`src/cau_pkg.sv`:
```
// cau_pkg: shared types and constants for the complex arithmetic unit.
// Word layouts, opcode and status codes, pipeline control struct.
// No dependencies.
package cau_pkg;

  localparam int DataWidth   = 32;
  localparam int FracBitsDef = 16;
  localparam int ProdWidth   = 2 * DataWidth;
  localparam int SumWidth    = 2 * DataWidth + 1;

  typedef enum logic [2:0] {
    OpAdd  = 3'd0,
    OpSub  = 3'd1,
    OpMul  = 3'd2,
    OpDiv  = 3'd3,
    OpConj = 3'd4
  } mode_e;

  typedef enum logic [1:0] {
    StOk      = 2'd0,
    StSat     = 2'd1,
    StDivZero = 2'd2
  } status_e;

  typedef struct packed {
    logic [2:0]                  mode;
    logic signed [DataWidth-1:0] acc_re;
    logic signed [DataWidth-1:0] acc_im;
    logic signed [DataWidth-1:0] amt_re;
    logic signed [DataWidth-1:0] amt_im;
  } in_word_t;

  typedef struct packed {
    logic signed [DataWidth-1:0] res_re;
    logic signed [DataWidth-1:0] res_im;
    logic [1:0]                  status;
  } out_word_t;

  typedef struct packed {
    logic valid;
    logic is_div;
    logic div_zero;
    logic neg_re;
    logic neg_im;
  } ctl_t;

endpackage

```
`src/cau_div_stage.sv`:
```
// cau_div_stage: one restoring division step for both parts of a word.
// Develops one quotient bit per part; other words pass unchanged.
// Depends on cau_pkg.
module cau_div_stage #(
  parameter int FRAC_BITS = cau_pkg::FracBitsDef
) (
  input  logic                                   clk_i,
  input  logic                                   rst_ni,
  input  logic                                   en_i,
  input  cau_pkg::ctl_t                          ctl_i,
  input  logic [cau_pkg::SumWidth-1:0]           den_i,
  input  logic [cau_pkg::SumWidth-1:0]           rem_re_i,
  input  logic [cau_pkg::SumWidth-1:0]           rem_im_i,
  input  logic [cau_pkg::SumWidth+FRAC_BITS:0]   num_re_i,
  input  logic [cau_pkg::SumWidth+FRAC_BITS:0]   num_im_i,
  output cau_pkg::ctl_t                          ctl_o,
  output logic [cau_pkg::SumWidth-1:0]           den_o,
  output logic [cau_pkg::SumWidth-1:0]           rem_re_o,
  output logic [cau_pkg::SumWidth-1:0]           rem_im_o,
  output logic [cau_pkg::SumWidth+FRAC_BITS:0]   num_re_o,
  output logic [cau_pkg::SumWidth+FRAC_BITS:0]   num_im_o
);

  localparam int RW = cau_pkg::SumWidth;
  localparam int MW = RW + FRAC_BITS;

  logic           valid_q;
  cau_pkg::ctl_t  ctl_q;
  logic [RW-1:0]  den_q, rem_re_q, rem_im_q, rem_re_d, rem_im_d, t_re, t_im;
  logic [MW:0]    num_re_q, num_im_q, num_re_d, num_im_d;
  logic           ge_re, ge_im;

  // numerator bits leave at the top, quotient bits enter at the bottom
  assign t_re  = {rem_re_i[RW-2:0], num_re_i[MW-1]};
  assign t_im  = {rem_im_i[RW-2:0], num_im_i[MW-1]};
  assign ge_re = (t_re >= den_i);
  assign ge_im = (t_im >= den_i);

  always_comb begin
    if (ctl_i.is_div) begin
      rem_re_d = ge_re ? t_re - den_i : t_re;
      rem_im_d = ge_im ? t_im - den_i : t_im;
      num_re_d = {1'b0, num_re_i[MW-2:0], ge_re};
      num_im_d = {1'b0, num_im_i[MW-2:0], ge_im};
    end else begin
      rem_re_d = rem_re_i;
      rem_im_d = rem_im_i;
      num_re_d = num_re_i;
      num_im_d = num_im_i;
    end
  end

  always_ff @(posedge clk_i or negedge rst_ni) begin
    if (!rst_ni) begin
      valid_q <= 1'b0;
    end else if (en_i) begin
      valid_q <= ctl_i.valid;
    end
  end

  always_ff @(posedge clk_i) begin
    if (en_i) begin
      ctl_q    <= ctl_i;
      den_q    <= den_i;
      rem_re_q <= rem_re_d;
      rem_im_q <= rem_im_d;
      num_re_q <= num_re_d;
      num_im_q <= num_im_d;
    end
  end

  assign ctl_o    = {valid_q, ctl_q.is_div, ctl_q.div_zero, ctl_q.neg_re, ctl_q.neg_im};
  assign den_o    = den_q;
  assign rem_re_o = rem_re_q;
  assign rem_im_o = rem_im_q;
  assign num_re_o = num_re_q;
  assign num_im_o = num_im_q;

endmodule

```
`config.mk`:
```
export PLATFORM = sky130hd
export DESIGN_NAME = cau_div_stage
export DESIGN_NICKNAME = d
export VERILOG_FILES = /design/src/cau_pkg.sv /design/src/cau_div_stage.sv
export SDC_FILE = /design/constraint.sdc
export NUM_CORES = 1
export LEC_CHECK = 0
export BUFFER_PORTS_ARGS = -buffer_cell sky130_fd_sc_hd__buf_2
export CAP_MARGIN = 20
export CORE_AREA = 2 2 284 286
export DETAILED_ROUTE_END_ITERATION = 8
export DIE_AREA = 0 0 286 288
export PLACE_DENSITY = 0.5
export SETUP_SLACK_MARGIN = 0.2
export SLEW_MARGIN = 10
export SYNTH_ARGS = -nofsm -noshare
export SYNTH_HDL_FRONTEND = slang
export SYNTH_SLANG_ARGS = --single-unit
```
`constraint.sdc`:
```
create_clock -name clk_i -period 0.9 [get_ports clk_i]
set_clock_uncertainty 0.2 [all_clocks]
set_input_delay 0.09 -clock clk_i [delete_from_list [all_inputs] [get_ports clk_i]]
set_output_delay 0.09 -clock clk_i [all_outputs]
set_load 0.01 [all_outputs]
```
# [Word level (Yosys, flattened, before mapping)]
# Cells that the tools add are included.
[word_totals] ff_bits=364 in_bits=367 out_inout_bits=364 elab_cells=22
[op_classes] add_sub_neg=2 order_cmp=2 n_mux=6
[ops] op="two-way mux 65 bit" n=4
[ops] op="two-way mux 81 bit" n=2
[ops] op="greater-or-equal comparator 65 bit" n=2
[ops] op="subtractor 65 bit" n=2

# [Logic depth before layout (Yosys ltp)]
[depth] word_depth=3 mapped_depth=16 mapped_depth_nobuf=13

# [Worst setup path before layout]
# OpenSTA, ideal clock, no wires.
[synth_path] kind="input-to-reg" start="input den_i[54] (netlist bit)" end="register rem_im_q[62] (netlist: rem_im_o[62]), data pin" setup_ps=265 arrival_time_ps=2815 t_required_ps=435 slack_ps=-2380 path_stages=14 path_buffers=2 cell_sequence="inv_1 -> ha_1 -> clkbuf_1 -> and3_1 -> and2_1 -> a221o_1 -> a221o_1 -> a21oi_1 -> o21ai_1 -> a32oi_4 -> and2_1 -> buf_4 -> nor4_1 -> or3_1"
[synth_via] elab_chain_cells=3 word_cells_on_any_way=4 classes_between="1 x add/sub; 1 x order compare; 2 x mux"
[synth_rtl] item="from (decl)" line="cau_div_stage.sv:11" source="input logic [cau_pkg::SumWidth-1:0] den_i,"
[synth_rtl] item="subtractor 65 bit / greater-or-equal comparator 65 bit (equally long branches)" line="cau_div_stage.sv:42, cau_div_stage.sv:37"
[synth_rtl] item="two-way mux 65 bit *" line="cau_div_stage.sv:42" source="rem_im_d = ge_im ? t_im - den_i : t_im;"
[synth_rtl] item="two-way mux 65 bit *" line="cau_div_stage.sv:40" source="if (ctl_i.is_div) begin"
[synth_rtl] item="named net rem_im_d[62]" line="cau_div_stage.sv:29" source="logic [RW-1:0] den_q, rem_re_q, rem_im_q, rem_re_d, rem_im_d, t_re, t_im;"
[synth_rtl] item="to (signal assigned)" line="cau_div_stage.sv:66" source="rem_im_q <= rem_im_d;"
[synth_rtl] item="to (decl)" line="cau_div_stage.sv:29"
# The timed path passes the listed nets; every way through them passes the cells marked *.
# A chain may end at the register's enable or synchronous reset.

# [Worst setup path in the final report]
[layout_path] start="input den_i[30] (netlist bit)" end="register rem_re_q[35] (netlist: rem_re_o[35]), data pin"
[layout_via] elab_chain_cells=3 word_cells_on_any_way=4 classes_between="1 x add/sub; 1 x order compare; 2 x mux"
[layout_rtl] item="subtractor 65 bit / greater-or-equal comparator 65 bit (equally long branches)" line="cau_div_stage.sv:41, cau_div_stage.sv:36"
[layout_rtl] item="two-way mux 65 bit *" line="cau_div_stage.sv:41" source="rem_re_d = ge_re ? t_re - den_i : t_re;"
[layout_rtl] item="two-way mux 65 bit *" line="cau_div_stage.sv:40"
[layout_rtl] item="named net rem_re_d[35]" line="cau_div_stage.sv:29"
[layout_rtl] item="to (signal assigned)" line="cau_div_stage.sv:65" source="rem_re_q <= rem_re_d;"
[layout_rtl] item="to (decl)" line="cau_div_stage.sv:29"
# Marks and branches as above.

==> reports/summary.txt <==
outcome: finished, violations left
violated checks: hold timing, setup timing
setup ws final: -2140 ps
IO Port Bufs: 730
Clock Tree Buf Depth: 3
Tot Pwr: 0.06431 W
Slew @ Worst Pin: 633.7 ps
Setup TNS: -441130 ps
register bit count reported by yosys: 364
number of DRC markers in iteration 0: 1442
ys flop type: edfxtp_1
share of the synthesized area in the top cell type: 0.4616
post-synthesis cell area: 23620 µm²
Synth Area in Simple Gates: 0.1353
first-pass GRT wire length: 159000 µm
WL final: 112100 µm
share of power burned in registers: 0.332
area grow syn2layout: 80.70%
post-synthesis xor/xnor area fraction: 0.04043
Slew HR: 0.5776
CTS Buf Count: 46
Synth async-reset ratio: 0.002747
Int Pwr: 0.04343 W
Post-synth top cells: edfxtp_1 (363), nand2_1 (325), nor2_1 (188)
count of cell types in the netlist: 76
GRT Total Usage: 0.2544
R2R Setup Slk: -40 ps
finished layout cell area: 42670 µm²
Final setup viols: 497
fmax: 328.9 MHz
DR pass1 iterations: 5
CP endpoint kind: flip-flop
Switch Pwr: 0.02088 W
CP max stage cell: nor4_2
Core Area: 79640 µm²
GRT overflow: 0
Max stage delay on crit path: 400 ps
Die W: 286 µm
post-synth net total: 2863
Area after DPL: 35560 µm²
NumNets Final: 4529
HPWL after detailed placement: 87490 µm
synthesized instance count: 2364
syn_area_per_cell: 9.989 µm²
crit path max fanout: 7
vias in the first global route: 26070
Clock Root Buffer: clkbuf_16
LEAKAGE: 19.14 nW
Die Area: 82370 µm²
vias post-DR: 25590
count leader, synth: edfxtp_1
initial antenna violation count: 11
Wirelength per Cell: 21.84 µm
critical path startpoint category: primary input
combinational share of power: 0.376
I/O pin total: 731
RSZ-0062 raised after global routing: true
Clock Sinks: 364
Hold Path Class: primary input to flip-flop
Clk pwr share: 0.292
Vias/cell: 4.986
starting density of the core: 0.2965
crit path kind: primary input to flip-flop
Worst Hold Margin: -476.2 ps
CTS tree: built
Net Sw Frac: 0.3246
main area contributors after synthesis: edfxtp_1 (46%), mux2_2 (7.6%), ha_1 (6.9%), nand2_1 (5.2%), a21oi_1 (3.9%)
H-Tree Depth: 2
DRC Markers: 0
pre-CTS setup slack: -3220 ps
share of cells above drive strength 1: 0.5845
final critical-path share of the clock period: 3.378
PwrDens: 1507 nW/µm²
Synth Area in Compound Gates: 0.1695
Layout fillers: 7209
Final ANT Viol Nets: 0
yosys warns: 0
final hold viol count: 529
Max-cap violations: 0
Post-synth EDFFs: 363
Reg clk slew, reported paths: 60 ps
Slew Limit Fails: 0
largest net degree at the start of global routing: 50
row cnt: 104
min Tclk post-route: 3040 ps
post-synthesis sequential area ratio: 0.4626
worst skew pair latency: 600 ps
Synth area leader: edfxtp_1
Worst VDD drop: 1.330 mV
crit path DAT: 3270 ps
post-synthesis mux area share: 0.08096
Synth Area in Adders: 0.07057
largest family of logic cells by synthesized area: compound AO/OA/AOI/OAI gates
Required @ worst endpoint: 1130 ps
Die H: 288 µm
GPL Wtd Cong: 0.9481
worst-path cell chain: buf_2, inv_1, ha_1, nand4_1, nor4_2, buf_4, o21ai_4, buf_6, a2111o_1, a211o_1, buf_6, nand2_8, buf_12, buf_12, buf_16, nand2_4, a31oi_1
timing repair:
action                                 4_1_cts  5_1_grt
pin swaps                                  174      147
hold buffers                                68        2
setup endpoints to repair                  632      635
gates resized for setup                    504      291
endpoints found under the hold margin      714      647
gates cloned                                10        5
buffers inserted                            65       32
critical path, delay by kind of cell:
family / cells / cell delay [ps]
simple gates: 4 / 810
compound gates: 4 / 980
fa+ha+maj: 1 / 340
buf+inv: 8 / 1030
area by class of cell:
class / instances / area (µm²) / share of cell area
multi-input combinational: 1762 / 15280 / 0.3581
timing repair buffer: 1750 / 13130 / 0.3077
sequential: 364 / 10930 / 0.2560
tap: 1060 / 1326 / 0.03108
clock buffer: 50 / 1166 / 0.02733
inverter: 106 / 470.5 / 0.01102
clock inverter: 35 / 360.3 / 0.008445
antenna: 5 / 12.51 / 0.0002932
cells by family (layout without fill, tap and decap cells):
logic type	Yosys count	count (layout)
simple gates	720	722
compound gates	628	628
flops	364	364
buf+inv	240	1941
mux	171	171
fa+ha+maj	132	132
xor+xnor	109	109
other cells	0	5
power by group through the flow:
stage	logic, W	clock network (W)	registers (W)
after floorplan	0.00814	0	0.0224
after global placement	0.0189	0	0.0217
after detailed placement	0.0190	0	0.0217
after CTS	0.0223	0.0192	0.0214
after global routing	0.0257	0.0198	0.0215
final	0.0242	0.0188	0.0214
final timing paths:
kind | startpoint | endpoint | cells after the start
setup / recovery | den_i[30] | rem_re_o[35] | 17
hold / removal | den_i[0] | den_o[0] | 1
setup reg to reg | valid_q | valid_q | 1
hold reg to reg | valid_q | valid_q | 1
max in group asynchronous | rst_ni | valid_q | 3
min in group asynchronous | rst_ni | valid_q | 3
through the flow:
stage | instances | util
2_1_floorplan | 2364 | -
5_1_grt | 5130 | 0.5358
3_3_place_gp | 4860 | 0.4466
3_5_place_dp | 4860 | 0.4466
6_report | 5132 | 0.5358
4_1_cts | 5088 | 0.5130
state kept, by name (all words and copies together), names as in the netlist:
name and flops:
ctl_o 4, den_o 65, num_im_o 82, num_re_o 82, rem_im_o 65, rem_re_o 65
valid_q 1
layer usage:
metal / up-vias / share of wire / GRT usage / wire [µm]
met5: - / 0.00046 / 0 / 52
met4: 8 / 0.038 / 0.08521 / 4222
met3: 193 / 0.054 / 0.03859 / 6051
met2: 879 / 0.52 / 0.4745 / 58320
met1: 12400 / 0.39 / 0.2950 / 43460
li1: 12110 / - / - / -
placed cells by master, fill, tap and decap left out, types with 25 or more instances in the layout:
cell | synthesis | layout
a21o_1 | 63 | 63
a21oi_1 | 186 | 137
a21oi_2 | 0 | 35
a31oi_1 | 109 | 72
a31oi_4 | 0 | 30
buf_12 | 0 | 52
buf_2 | 9 | 660
buf_4 | 10 | 820
buf_6 | 1 | 122
clkbuf_16 | 0 | 50
dlygate4sd3_1 | 0 | 70
edfxtp_1 | 363 | 363
ha_1 | 130 | 67
ha_4 | 0 | 61
inv_1 | 105 | 66
inv_2 | 0 | 25
mux2_2 | 160 | 54
mux2_4 | 0 | 106
nand2_1 | 325 | 173
nand2_2 | 1 | 79
nand2_4 | 0 | 72
nand4_1 | 54 | 54
nor2_1 | 188 | 182
o21ai_0 | 102 | 64
o21ai_1 | 4 | 29
o21bai_1 | 39 | 36
xnor2_1 | 67 | 66
xor2_1 | 42 | 40
Note: power is estimated with default switching activity, not from simulation.
