### config.mk
export PLATFORM = sky130hd
export DESIGN_NAME = cau_sat
export DESIGN_NICKNAME = d
export VERILOG_FILES = /design/src/cau_pkg.sv /design/src/cau_sat.sv
export SDC_FILE = /design/constraint.sdc
export NUM_CORES = 1
export LEC_CHECK = 0
export BUFFER_PORTS_ARGS = -buffer_cell sky130_fd_sc_hd__buf_2
export CELL_PAD_IN_SITES_DETAIL_PLACEMENT = 0
export CELL_PAD_IN_SITES_GLOBAL_PLACEMENT = 2
export CORE_ASPECT_RATIO = 1.2
export CORE_MARGIN = 3
export CORE_UTILIZATION = 25
export DETAILED_ROUTE_END_ITERATION = 12
export GPL_TIMING_DRIVEN = 1
export PLACE_DENSITY = 0.68
export SLEW_MARGIN = 10
export SYNTH_ARGS = -nofsm -noshare
export SYNTH_HDL_FRONTEND = slang
export SYNTH_SLANG_ARGS = --single-unit
### constraint.sdc
create_clock -name clk_i -period 1.3 [get_ports clk_i]
set_clock_uncertainty 0.1 [all_clocks]
set_input_delay 0.13 -clock clk_i [delete_from_list [all_inputs] [get_ports clk_i]]
set_output_delay 0.13 -clock clk_i [all_outputs]
set_load 0.02 [all_outputs]
### src/cau_pkg.sv
// cau_pkg: shared types and constants for the complex arithmetic unit.
// Word layouts, opcode and status codes, pipeline control struct.
// No dependencies.
package cau_pkg;

  localparam int DataWidth   = 32;
  localparam int FracBitsDef = 16;
  localparam int ProdWidth   = 2 * DataWidth;
  localparam int SumWidth    = 2 * DataWidth + 1;

  typedef enum logic [2:0] {
    OpAdd  = 3'd0,
    OpSub  = 3'd1,
    OpMul  = 3'd2,
    OpDiv  = 3'd3,
    OpConj = 3'd4
  } mode_e;

  typedef enum logic [1:0] {
    StOk      = 2'd0,
    StSat     = 2'd1,
    StDivZero = 2'd2
  } status_e;

  typedef struct packed {
    logic [2:0]                  mode;
    logic signed [DataWidth-1:0] acc_re;
    logic signed [DataWidth-1:0] acc_im;
    logic signed [DataWidth-1:0] amt_re;
    logic signed [DataWidth-1:0] amt_im;
  } in_word_t;

  typedef struct packed {
    logic signed [DataWidth-1:0] res_re;
    logic signed [DataWidth-1:0] res_im;
    logic [1:0]                  status;
  } out_word_t;

  typedef struct packed {
    logic valid;
    logic is_div;
    logic div_zero;
    logic neg_re;
    logic neg_im;
  } ctl_t;

endpackage

### src/cau_sat.sv
// cau_sat: quotient sign fix-up, saturation, status and output register.
// Depends on cau_pkg.
module cau_sat #(
  parameter int FRAC_BITS = cau_pkg::FracBitsDef
) (
  input  logic                                   clk_i,
  input  logic                                   rst_ni,
  input  logic                                   en_i,
  input  cau_pkg::ctl_t                          ctl_i,
  input  logic [cau_pkg::SumWidth+FRAC_BITS:0]   val_re_i,
  input  logic [cau_pkg::SumWidth+FRAC_BITS:0]   val_im_i,
  output logic                                   out_valid_o,
  output cau_pkg::out_word_t                     out_word_o
);

  localparam int W  = cau_pkg::DataWidth;
  localparam int VW = cau_pkg::SumWidth + FRAC_BITS + 1;

  logic [VW-1:0]       fix_re, fix_im;
  logic                ovf_re, ovf_im;
  logic [W-1:0]        res_re, res_im;
  logic                valid_q;
  cau_pkg::out_word_t  word_q, word_d;

  assign fix_re = (ctl_i.is_div && ctl_i.neg_re) ? VW'(-val_re_i) : val_re_i;
  assign fix_im = (ctl_i.is_div && ctl_i.neg_im) ? VW'(-val_im_i) : val_im_i;

  // fits when every bit above the result's sign copies it
  assign ovf_re = !((&fix_re[VW-1:W-1]) || !(|fix_re[VW-1:W-1]));
  assign ovf_im = !((&fix_im[VW-1:W-1]) || !(|fix_im[VW-1:W-1]));

  assign res_re = ovf_re ? {fix_re[VW-1], {(W-1){!fix_re[VW-1]}}} : fix_re[W-1:0];
  assign res_im = ovf_im ? {fix_im[VW-1], {(W-1){!fix_im[VW-1]}}} : fix_im[W-1:0];

  always_comb begin
    if (ctl_i.is_div && ctl_i.div_zero) begin
      word_d.res_re = '0;
      word_d.res_im = '0;
      word_d.status = cau_pkg::StDivZero;
    end else begin
      word_d.res_re = res_re;
      word_d.res_im = res_im;
      word_d.status = (ovf_re || ovf_im) ? cau_pkg::StSat : cau_pkg::StOk;
    end
  end

  always_ff @(posedge clk_i or negedge rst_ni) begin
    if (!rst_ni) begin
      valid_q <= 1'b0;
    end else if (en_i) begin
      valid_q <= ctl_i.valid;
    end
  end

  always_ff @(posedge clk_i) begin
    if (en_i) begin
      word_q <= word_d;
    end
  end

  assign out_valid_o = valid_q;
  assign out_word_o  = word_q;

endmodule

## Word level (Yosys, flattened, before mapping)

Index checks and enable logic that the tools add are counted.

| operators by class | value |
|---|---|
| reduce and logical (&&, ||, !) cells | 16 |
| add/subtract/negate cells | 2 |
| mux-type cells | 5 |

Operators with widths:

| kind | number |
|---|---|
| 82-bit 2-to-1 mux | 2 |
| 82-bit negation | 2 |
| 51-bit AND reduction | 2 |
| 51-bit OR reduction | 2 |
| 32-bit 2-to-1 mux | 2 |
| 1-bit logical NOT | 6 |
| 1-bit logical AND | 3 |
| 1-bit logical OR | 3 |
| 1-bit 2-to-1 mux | 1 |

| word-level totals | value |
|---|---|
| register bits after elaboration | 67 |
| input bits | 172 |
| output and inout bits | 67 |

## Depth between registers and ports, before layout

Gate-level depths: netlist (run 1).

| logic depth | value |
|---|---|
| depth after elaboration | 8 |
| depth in mapped cells | 14 |
| mapped depth without buffers | 12 |

## Worst setup path before layout (run 1)

No wires, ideal clock.

| timing | value |
|---|---|
| kind | input-to-reg |
| start | input port val_re_i[0] (netlist bit) |
| end | register word_q, in the netlist out_word_o[0], data pin |
| library setup time | 254 ps |
| cell stages on the path | 13 |
| path buffers | 2 |
| setup slack | -2578 ps |
| data arrival time | 3524 ps |
| path through | inv_1 ha_1 nor4b_1 nand4_1 or3_1 clkbuf_1 o41ai_1 xor2_1 or4b_2 nor4b_4 nor2_2 buf_6 o21a_1 |

| between the ends | value |
|---|---|
| longest elaborated chain between the ends | 8 |
| elaborated cells between the ends (all ways) | 9 |
| classes of those cells | 1 x add/sub; 2 x mux; 6 x reduce/logical |

Ends and longest elaborated chain:

| what | RTL line | text |
|---|---|---|
| from (decl) | cau_sat.sv:10 | `input logic [cau_pkg::SumWidth+FRAC_BITS:0] val_re_i,` |
| 82-bit negation (*) | cau_sat.sv:25 | `assign fix_re = (ctl_i.is_div && ctl_i.neg_re) ? VW'(-val_re_i) : val_re_i;` |
| 82-bit 2-to-1 mux (*) | cau_sat.sv:25 |  |
| 51-bit OR reduction | cau_sat.sv:29 | `assign ovf_re = !((&fix_re[VW-1:W-1]) \|\| !(\|fix_re[VW-1:W-1]));` |
| 1-bit logical NOT | cau_sat.sv:29 |  |
| 1-bit logical OR (*) | cau_sat.sv:29 |  |
| 1-bit logical NOT (*) | cau_sat.sv:29 |  |
| 1-bit logical OR (*) | cau_sat.sv:43 | `word_d.status = (ovf_re \|\| ovf_im) ? cau_pkg::StSat : cau_pkg::StOk;` |
| 1-bit 2-to-1 mux (*) | cau_sat.sv:43 |  |
| to (signal assigned) | cau_sat.sv:57 | `word_q <= word_d;` |
| to (decl) | cau_sat.sv:23 | `cau_pkg::out_word_t word_q, word_d;` |

Mark *: on every way between the ends. The rest lies on a longest branch, timed or not.
A chain may end at the register's enable or synchronous reset.

## Final worst setup path (run 1)

| timing | value |
|---|---|
| start | input port val_im_i[1] (netlist bit) |
| end | register word_q, in the netlist out_word_o[16], data pin |

| between the ends | value |
|---|---|
| longest elaborated chain between the ends | 6 |
| elaborated cells between the ends (all ways) | 8 |
| classes of those cells | 1 x add/sub; 2 x mux; 5 x reduce/logical |

Ends and longest elaborated chain:

| what | RTL line | text |
|---|---|---|
| from (decl) | cau_sat.sv:11 | `input logic [cau_pkg::SumWidth+FRAC_BITS:0] val_im_i,` |
| 82-bit negation (*) | cau_sat.sv:26 | `assign fix_im = (ctl_i.is_div && ctl_i.neg_im) ? VW'(-val_im_i) : val_im_i;` |
| 82-bit 2-to-1 mux (*) | cau_sat.sv:26 |  |
| 51-bit OR reduction | cau_sat.sv:30 | `assign ovf_im = !((&fix_im[VW-1:W-1]) \|\| !(\|fix_im[VW-1:W-1]));` |
| 1-bit logical NOT | cau_sat.sv:30 |  |
| 1-bit logical OR | cau_sat.sv:30 |  |
| 32-bit 2-to-1 mux (*) | cau_sat.sv:33 | `assign res_im = ovf_im ? {fix_im[VW-1], {(W-1){!fix_im[VW-1]}}} : fix_im[W-1:0];` |

Marks and branches as above.

==> metrics, run 1 <==
status=complete, but fails checks; failing checks=setup timing; Setup TNS=-154.45 ns; per-cell routed wire length=21.7 um; GPL Wtd Cong=0.963; global-route wire length before repair=76700 um; Sw Ratio=35.2%; Yosys top cell area share=a little over a fifth; number of synthesized flops with an enable pin=66; Root Driver=clkbuf_16; combinational power share=between 40% and 50%; Core ar.=about 0.035 mm2; Total GRT Usage=25.3%; Power per Cell Area=573 mW/mm2; origin of the worst setup path=val_im_i[1]; worst slack at placement=-3.14 ns; vias per inst=5.44; Port Buffers=238; clock share of power=25.5%; Rel. slew slack=63.8%; Cell Rows=75; FF+latch count, synth=between 60 and 70; Slew Viols, Final=0; Finished Core Util=between 40% and 50%; Num CTS Buffers=9; antenna violations before repair=2; Syn. warnings=0; Worst Path Max Fanout=8; VDD IR max=547 uV; # clock sinks=67; H-tree depth=3; clock slew at reported path FFs=0.05 ns; final hold vios=0; crit path DAT=3.77 ns; worst path required time=1.28 ns; Mapped Area=0.00907 mm2; NetSw=~3.3 mW; vias=around 13000; Critical path buffers and inverters=4; post-synthesis sequential area ratio=roughly 22%; commonest non-fill, non-tap cell in the layout=buf_4; worst slew pin tran=0.538 ns; Int Power=a little over 6 mW; RSZ-0062 raised after global routing=true; crit-path cells=buf_12 > inv_12 > ha_4 > or4b_4 > or4b_4 > buf_12 > or4_4 > a21oi_2 > nor4bb_2 > nand3_1 > nor4_2 > and4_4 > or3_4 > clkbuf_16 > o21ai_1; max cap viols=0; share of layout cells above drive strength 1=50.3%; Period minus WS final=3.79 ns; clk_lat worst skew=0.34 ns; leakage power=6.67 nW; post-route worst setup slack=-2.49 ns; crit start category=input port; die area=0.0386 mm2; delay-heaviest family, CP=simple AND/OR/NAND/NOR gates; fmax=between 0.2 and 0.3 GHz; CP Class=input port to flip-flop; hold_sp=en_i; DR DRC count=0; Hold WC Path Type=input port to flip-flop; cell taking the most area after synthesis=edfxtp_1; die width=180 um; FF-to-FF Start=out_valid_o; Sequential Power Share=between 20% and 30%; WL final=between 50000 and 60000 um; Main synth FF type=edfxtp_1; Cell variety after synth=83; # IOs=239; CP peak stage delay=0.60 ns; pin count of the biggest net entering global routing=45; # setup viols final=65; clock tree buffer depth=2; Die Ht=215 um; Starting Density=around a quarter; ys async rst share=under 10%; vias in the first global route=between 10000 and 15000; Final Cycle Share=291%; ANT nets after route=0; CTS tree=done; TritonRoute pass-1 iters=5; gr ovfl total=0; syn_nets=1369; Area contributors post-synth=edfxtp_1 22%, xnor2_1 7.1%, nor4_1 5.5%; Final Non-Filler Cells=2403; Max stage delay cell, worst path=or4b_4; leading cell types in the layout, fill and taps excluded=536 x buf_4, 226 x buf_2, 127 x nor2_1; Setup crit end kind=flip-flop; placed wire-length estimate=42500 um; placed insts=2342; Synth-to-Final Area Change=81.0%; drt initial violations=1125; fin nets=2109; Gate Count Post-Synth=1195; Mean Syn Cell Area=around 7.6 um2
synthesized netlist by cell type, types with 10 or more instances:
cell type  instances
clkbuf_1          53
a31oi_1           40
nand2b_1          13
and4_1            16
o31ai_1           20
buf_1             12
or4_1             34
nand2_1           60
o31ai_2           10
nor2_1           127
a211oi_1          10
o21ai_1           31
or3_1             29
xor2_1            45
nor3_1            70
a21oi_1           56
nand3_1           50
edfxtp_1          66
xnor2_1           74
and3_1            11
o21ai_0           25
nor4_1            80
and2_1            17
nand4_1           56
inv_1             16
final timing paths:
path,to,slack (ns),depth (start not counted)
max reg2reg,out_valid_o,0.46,1
min reg2reg,out_valid_o,0.40,1
min in group asynchronous,out_valid_o,0.53,3
min,out_valid_o,0.02,2
max,out_word_o[16],-2.49,15
max in group asynchronous,out_valid_o,0.47,3
metrics by stage:
step	cell area, um2	hold WS, ns	total power, mW
after CTS	15800	0.0105	9.26
after floorplan	9260	-0.266	4.37
after global placement	14700	-0.195	6.49
after detailed placement	14700	-0.195	6.50
final	16400	0.0164	9.41
after global routing	16400	0.0262	9.87
state kept, by name (all words and copies together), names as in the netlist:
name / flops
out_valid_o: 1
out_word_o: 66
logic make-up (layout without fill, tap and decap cells):
kind of cell	Yosys count	after routing	share of synthesized area, %
AOI/OAI and AO/OA	277	277	21.1
adders and majority gates	2	2	0.276
xor gates and xnor gates	119	119	11.5
buffers and inverters	98	842	4.78
muxes	12	12	1.37
and+or+nand+nor	620	621	38.8
other	0	1	0
DFF	67	67	22.1
power groups by stage:
stage / Clock [mW] / Sequential, mW / Combinational, mW
6_report: 2.40 / 2.74 / 4.27
5_1_grt: 2.57 / 2.76 / 4.54
4_1_cts: 2.47 / 2.74 / 4.05
3_5_place_dp: 0 / 2.79 / 3.71
3_3_place_gp: 0 / 2.78 / 3.71
2_1_floorplan: 0 / 3.06 / 1.30
layer usage:
metal	global-route usage, %	vias to the layer above	routed length [um]
met3	3.89	137	2750
met2	45.8	525	26300
li1	-	6207	-
met1	29.8	6207	20600
met4	10.2	2	2540
met5	0	-	10
final cells by class:
type | instances | area, um2
flip-flops and latches | 67 | 2010
clock buffers | 12 | 236
fillers | 3557 | 19000
clock inverters | 4 | 51.3
well taps | 462 | 578
diodes | 1 | 2.50
multi-input cells | 1031 | 7500
inverters | 16 | 85.1
repair buffers | 810 | 5950
what timing repair did:
action                     4_1_cts  5_1_grt
buffers inserted                16       18
hold buffers                     3        0
pin swaps                       31       35
gates cloned                     7        5
setup endpoints to repair       65       65
gates resized for setup         96      101
hold endpoints to repair         2        0
(Power assumes the default switching activity.)
==> inputs of run 2 (changes only) <==
CTS_BUF_LIST = sky130_fd_sc_hd__clkbuf_4 sky130_fd_sc_hd__clkbuf_8   (was default)
CTS_CLUSTER_DIAMETER = 100   (was default)
TNS_END_PERCENT = 1   (was default)
==> metrics, run 2 (synthesis results as in run 1) <==
DR DRC count=0; WP depth=16; fmax=0.268 GHz; vias per inst=roughly 5.4; placed wire-length estimate=42500 um; final hold vios=0; worst slew pin tran=0.502 ns; die width=about 180 um; Hold Path Stages=3; Starting Density=25.6%; Die Ht=215 um; Setup TNS=-146.77 ns; ANT nets after route=0; leakage power=6.42 nW; worst path required time=1.42 ns; Core ar.=~0.035 mm2; status=complete, but fails checks; H-tree depth=3; CTS tree=done; die area=~0.039 mm2; Root Driver=clkbuf_8; max cap viols=0; crit-path cells=buf_8 > inv_4 > ha_4 > or4b_4 > or4b_4 > or4_4 > buf_6 > xor2_4 > nand3_2 > a2111oi_4 > nand4_1 > nor4_2 > buf_4 > o21ai_4 > clkbuf_16 > o21ai_2; clock slew at reported path FFs=0.08 ns; clock tree buffer depth=2; CP peak stage delay=~0.6 ns; Port Buffers=238; vias in the first global route=12900; Period minus WS final=3.73 ns; delay-heaviest family, CP=simple AND/OR/NAND/NOR gates; share of layout cells above drive strength 1=48.4%; worst slack at placement=-3.04 ns; Worst Path Max Fanout=8; GPL Wtd Cong=0.990; vias=around 13000; # IOs=239; hold endpoint=out_word_o[27]; # setup viols final=65; Total GRT Usage=24.9%; Max stage delay cell, worst path=or4b_4; crit path DAT=3.85 ns; gr ovfl total=0; Num CTS Buffers=9; FF-to-FF Start=out_valid_o; placed insts=2353; Final Cycle Share=287%; commonest non-fill, non-tap cell in the layout=buf_4; Synth-to-Final Area Change=73.2%; Finished Core Util=44.4%; leading cell types in the layout, fill and taps excluded=534 x buf_4, 236 x buf_2, 127 x nor2_1; TritonRoute pass-1 iters=6; WL final=51100 um; Setup crit end kind=flip-flop; Largest register FFs=66; Antenna diodes=0; Final Non-Filler Cells=2387; antenna violations before repair=1; failing checks=setup timing; drt initial violations=972; pin count of the biggest net entering global routing=between 40 and 50; Cell Rows=75; Slew Viols, Final=0; post-route worst setup slack=-2.43 ns; cell mode on critical path=or4b_4; RSZ-0062 raised after global routing=true; crit start category=input port; Rel. slew slack=66.3%; CP Class=input port to flip-flop; reg-to-reg endpoint=out_valid_o; # clock sinks=67; hold_sp=val_im_i[25]; number of cells on the worst reg-to-reg path=1; global-route wire length before repair=roughly 76000 um; Worst R2R Setup Slack=0.45 ns; clk_lat worst skew=0.37 ns; fin nets=2094; per-cell routed wire length=21.4 um; VDD IR max=~460 uV; Hold WC Path Type=input port to flip-flop; Power per Cell Area=561 mW/mm2; Critical path buffers and inverters=5
==> run 2: cell types whose count changed in the layout (fill, tap and decap cells not counted), sizes merged <==
cell and change:
buf -15, bufinv +2, clkbuf -3, clkinv +1, clkinvlp -1, diode -1
dlygate4sd3 +2, nor2 -1
==> run 2: power breakdown <==
part / switching (mW) / internal [mW] / leakage [nW] / total [mW]
clock network: 0.869 / 1.30 / 0.124 / 2.17
logic: 2.18 / 1.73 / 5.64 / 3.92
registers: 0.0792 / 2.66 / 0.652 / 2.74
total: 3.13 / 5.69 / 6.42 / 8.82
==> run 2: layer usage <==
metal / global-route usage, % / vias up / share of wire (%)
met2: 46.1 / 483 / 51
met3: 2.98 / 105 / 5.0
met4: 8.02 / 2 / 3.6
met1: 29.8 / 6213 / 40
met5: 0 / - / 0.025
li1: - / 6168 / -
==> run 2: area by class of cell <==
class	count	area (um2)
fillers	3621	19700
multi-input cells	1030	7200
repair buffers	796	5630
flip-flops and latches	67	2010
well taps	462	578
clock buffers	10	131
clock inverters	6	113
inverters	16	65.1
==> run 2: worst max path at each step <==
stage | slack [ns] | startpoint | to
finish | -2.43 | val_im_i[1] | out_word_o[31]
global route | -2.52 | val_im_i[1] | out_word_o[20]
CTS | -2.37 | val_im_i[0] | out_word_o[30]
detailed placement | -3.04 | val_im_i[0] | out_word_o[9]
global placement | -3.02 | val_im_i[0] | out_word_o[30]
floorplan | -2.47 | val_re_i[57] | out_word_o[44]
==> run 2: per-stage QoR <==
step | power [mW] | hold WS (ns) | cell area [um2]
after global routing | 9.25 | 0.110 | 15700
after CTS | 8.76 | 0.00697 | 15300
after global placement | 6.49 | -0.196 | 14700
after detailed placement | 6.50 | -0.194 | 14700
final | 8.82 | 0.110 | 15700
after floorplan | 4.34 | -0.266 | 9130
==> run 2: tightest hold or removal path, cell delays in order <==
cell     delay [ns]
buf_2          0.13
xnor2_1        0.09
o21ai_2        0.13
==> run 2: timing repair <==
item,CTS,global route
setup buffers,4,5
hold buffers,4,1
gates resized for setup,47,63
endpoints found under the setup margin,65,65
endpoints found under the hold margin,4,1
cloned,0,4
pin swaps,19,49
==> inputs of run 3 (changes only) <==
CORE_ASPECT_RATIO = 0.75   (was 1.2)
SLEW_MARGIN = default   (was 10)
==> metrics, run 3 (synthesis results as in run 1) <==
antenna violations before repair=1; drt initial violations=1019; share of layout cells above drive strength 1=48.9%; placed wire-length estimate=42100 um; fill count=3574; fmax=0.261 GHz; gr ovfl total=0; Final Non-Filler Cells=2412; Die Ht=171 um; cell mode on critical path=buf_6; commonest non-fill, non-tap cell in the layout=buf_4; Synth-to-Final Area Change=74.2%; die area=0.0386 mm2; CTS tree=done; pin count of the biggest net entering global routing=32; crit-path cells=buf_6 > inv_4 > ha_4 > or4b_4 > or4b_4 > buf_6 > nor4_4 > buf_4 > buf_6 > a31o_4 > buf_6 > nor4b_2 > buf_4 > o2111a_1 > nand4_1 > nor4_4 > buf_4 > o21ai_4 > clkbuf_16 > o21ai_1; Rel. slew slack=62.7%; CP peak stage delay=approximately 0.6 ns; vias per inst=5.39; GPL Wtd Cong=0.961; Setup TNS=-149.29 ns; Final Instance Area=0.0158 mm2; Antenna diodes=0; post-route worst setup slack=-2.53 ns; TritonRoute pass-1 iters=5; Hold WC Path Type=input port to flip-flop; vias=13000; CP Class=input port to flip-flop; die width=226 um; placed insts=2383; Max stage delay cell, worst path=or4b_4; # IOs=239; Largest register FFs=66; Num CTS Buffers=9; Power per Cell Area=between 500 and 600 mW/mm2; worst slack at placement=-3.18 ns; Starting Density=25.8%; Port Buffers=238; VDD IR max=557 uV; worst path required time=1.33 ns; crit start category=input port; Overall Power=8.40 mW; DR DRC count=0; Worst Path Max Fanout=8; WL final=about 50000 um; clock tree buffer depth=2; H-tree depth=3; fin nets=between 2000 and 2500; Core ar.=0.0352 mm2; leading cell types in the layout, fill and taps excluded=564 x buf_4, 236 x buf_2, 127 x nor2_1; status=complete, but fails checks; placed inst area=0.0150 mm2; crit path DAT=a little under 4 ns; Setup crit end kind=flip-flop; Final Cycle Share=295%; ANT nets after route=0; # setup viols final=65; Period minus WS final=3.83 ns; vias in the first global route=12800; final hold vios=0; per-cell routed wire length=20.8 um; max cap viols=0; Total GRT Usage=approximately 25%; global-route wire length before repair=74800 um; Cell Rows=slightly below 60; Slew Viols, Final=0; Root Driver=clkbuf_8; # clock sinks=67; failing checks=setup timing; clock slew at reported path FFs=~0.07 ns; leakage power=around 6.5 nW; clk_lat worst skew=0.37 ns; worst slew pin tran=between 0.5 and 0.6 ns; RSZ-0062 raised after global routing=true
run 3: cell count changes in the layout (fill, tap and decap cells not counted), moves of 3 or more:
cell       previous run  this run
buf_4               534       564
nor3_2                4         1
o21ai_2              27        14
buf_6                 5        11
a2111oi_2             0         3
nor3_1               66        70
o21ai_1               6        20
run 3: repair_timing:
item / in CTS / in global routing
setup buffers: 1 / 8
hold endpoints to repair: 2 / 0
pin swaps: 16 / 26
endpoints found under the setup margin: 66 / 66
cloned: 0 / 3
hold buffers: 3 / 0
resized for setup: 64 / 39
run 3: per-layer routing:
| metal | up-vias | global-route usage, % | share of wire [%] |
|---|---|---|---|
| li1 | 6240 | - | - |
| met1 | 6271 | 35.7 | 47 |
| met2 | 436 | 40.0 | 45 |
| met3 | 58 | 3.45 | 5.8 |
| met4 | 2 | 5.16 | 2.0 |
| met5 | - | 0 | 0.014 |
run 3: area by class of cell:
class,count,area (um2),area share (%)
clock buffers,11,139,0.879
clock inverters,5,55.1,0.348
inverters,16,65.1,0.412
multi-input cells,1030,7150,45.2
flip-flops and latches,67,2010,12.7
well taps,457,572,3.62
repair buffers,826,5820,36.8
run 3: worst paths after layout:
| kind | from | slack [ns] | depth (start not counted) | to |
|---|---|---|---|---|
| worst min-delay path | val_im_i[20] | 0.09 | 3 | out_word_o[22] |
| min in group asynchronous | rst_ni | 0.48 | 3 | out_valid_o |
| max in group asynchronous | rst_ni | 0.52 | 3 | out_valid_o |
| worst min register to register | out_valid_o | 0.44 | 1 | out_valid_o |
| worst max register to register | out_valid_o | 0.44 | 1 | out_valid_o |
| worst max-delay path | val_im_i[1] | -2.53 | 20 | out_word_o[13] |
run 3: worst max-delay path: cells and delay by family:
family	cells	cell delay, ns
adders and majority gates	1	0.12
and+or+nand+nor	6	1.56
buffers and inverters	9	1.23
AOI/OAI and AO/OA	4	0.79
run 3: where the power goes:
group	internal, mW	switching [mW]
combinational	1.73	2.15
clock	0.922	0.867
sequential	2.66	0.0818
run 3: metrics by stage:
step | util [%] | hold WS [ns]
finish | 44.9 | 0.0929
global route | 44.9 | 0.0893
CTS | 44.1 | 0.0640
detailed placement | 42.5 | -0.191
global placement | 42.5 | -0.196
floorplan | - | -0.266
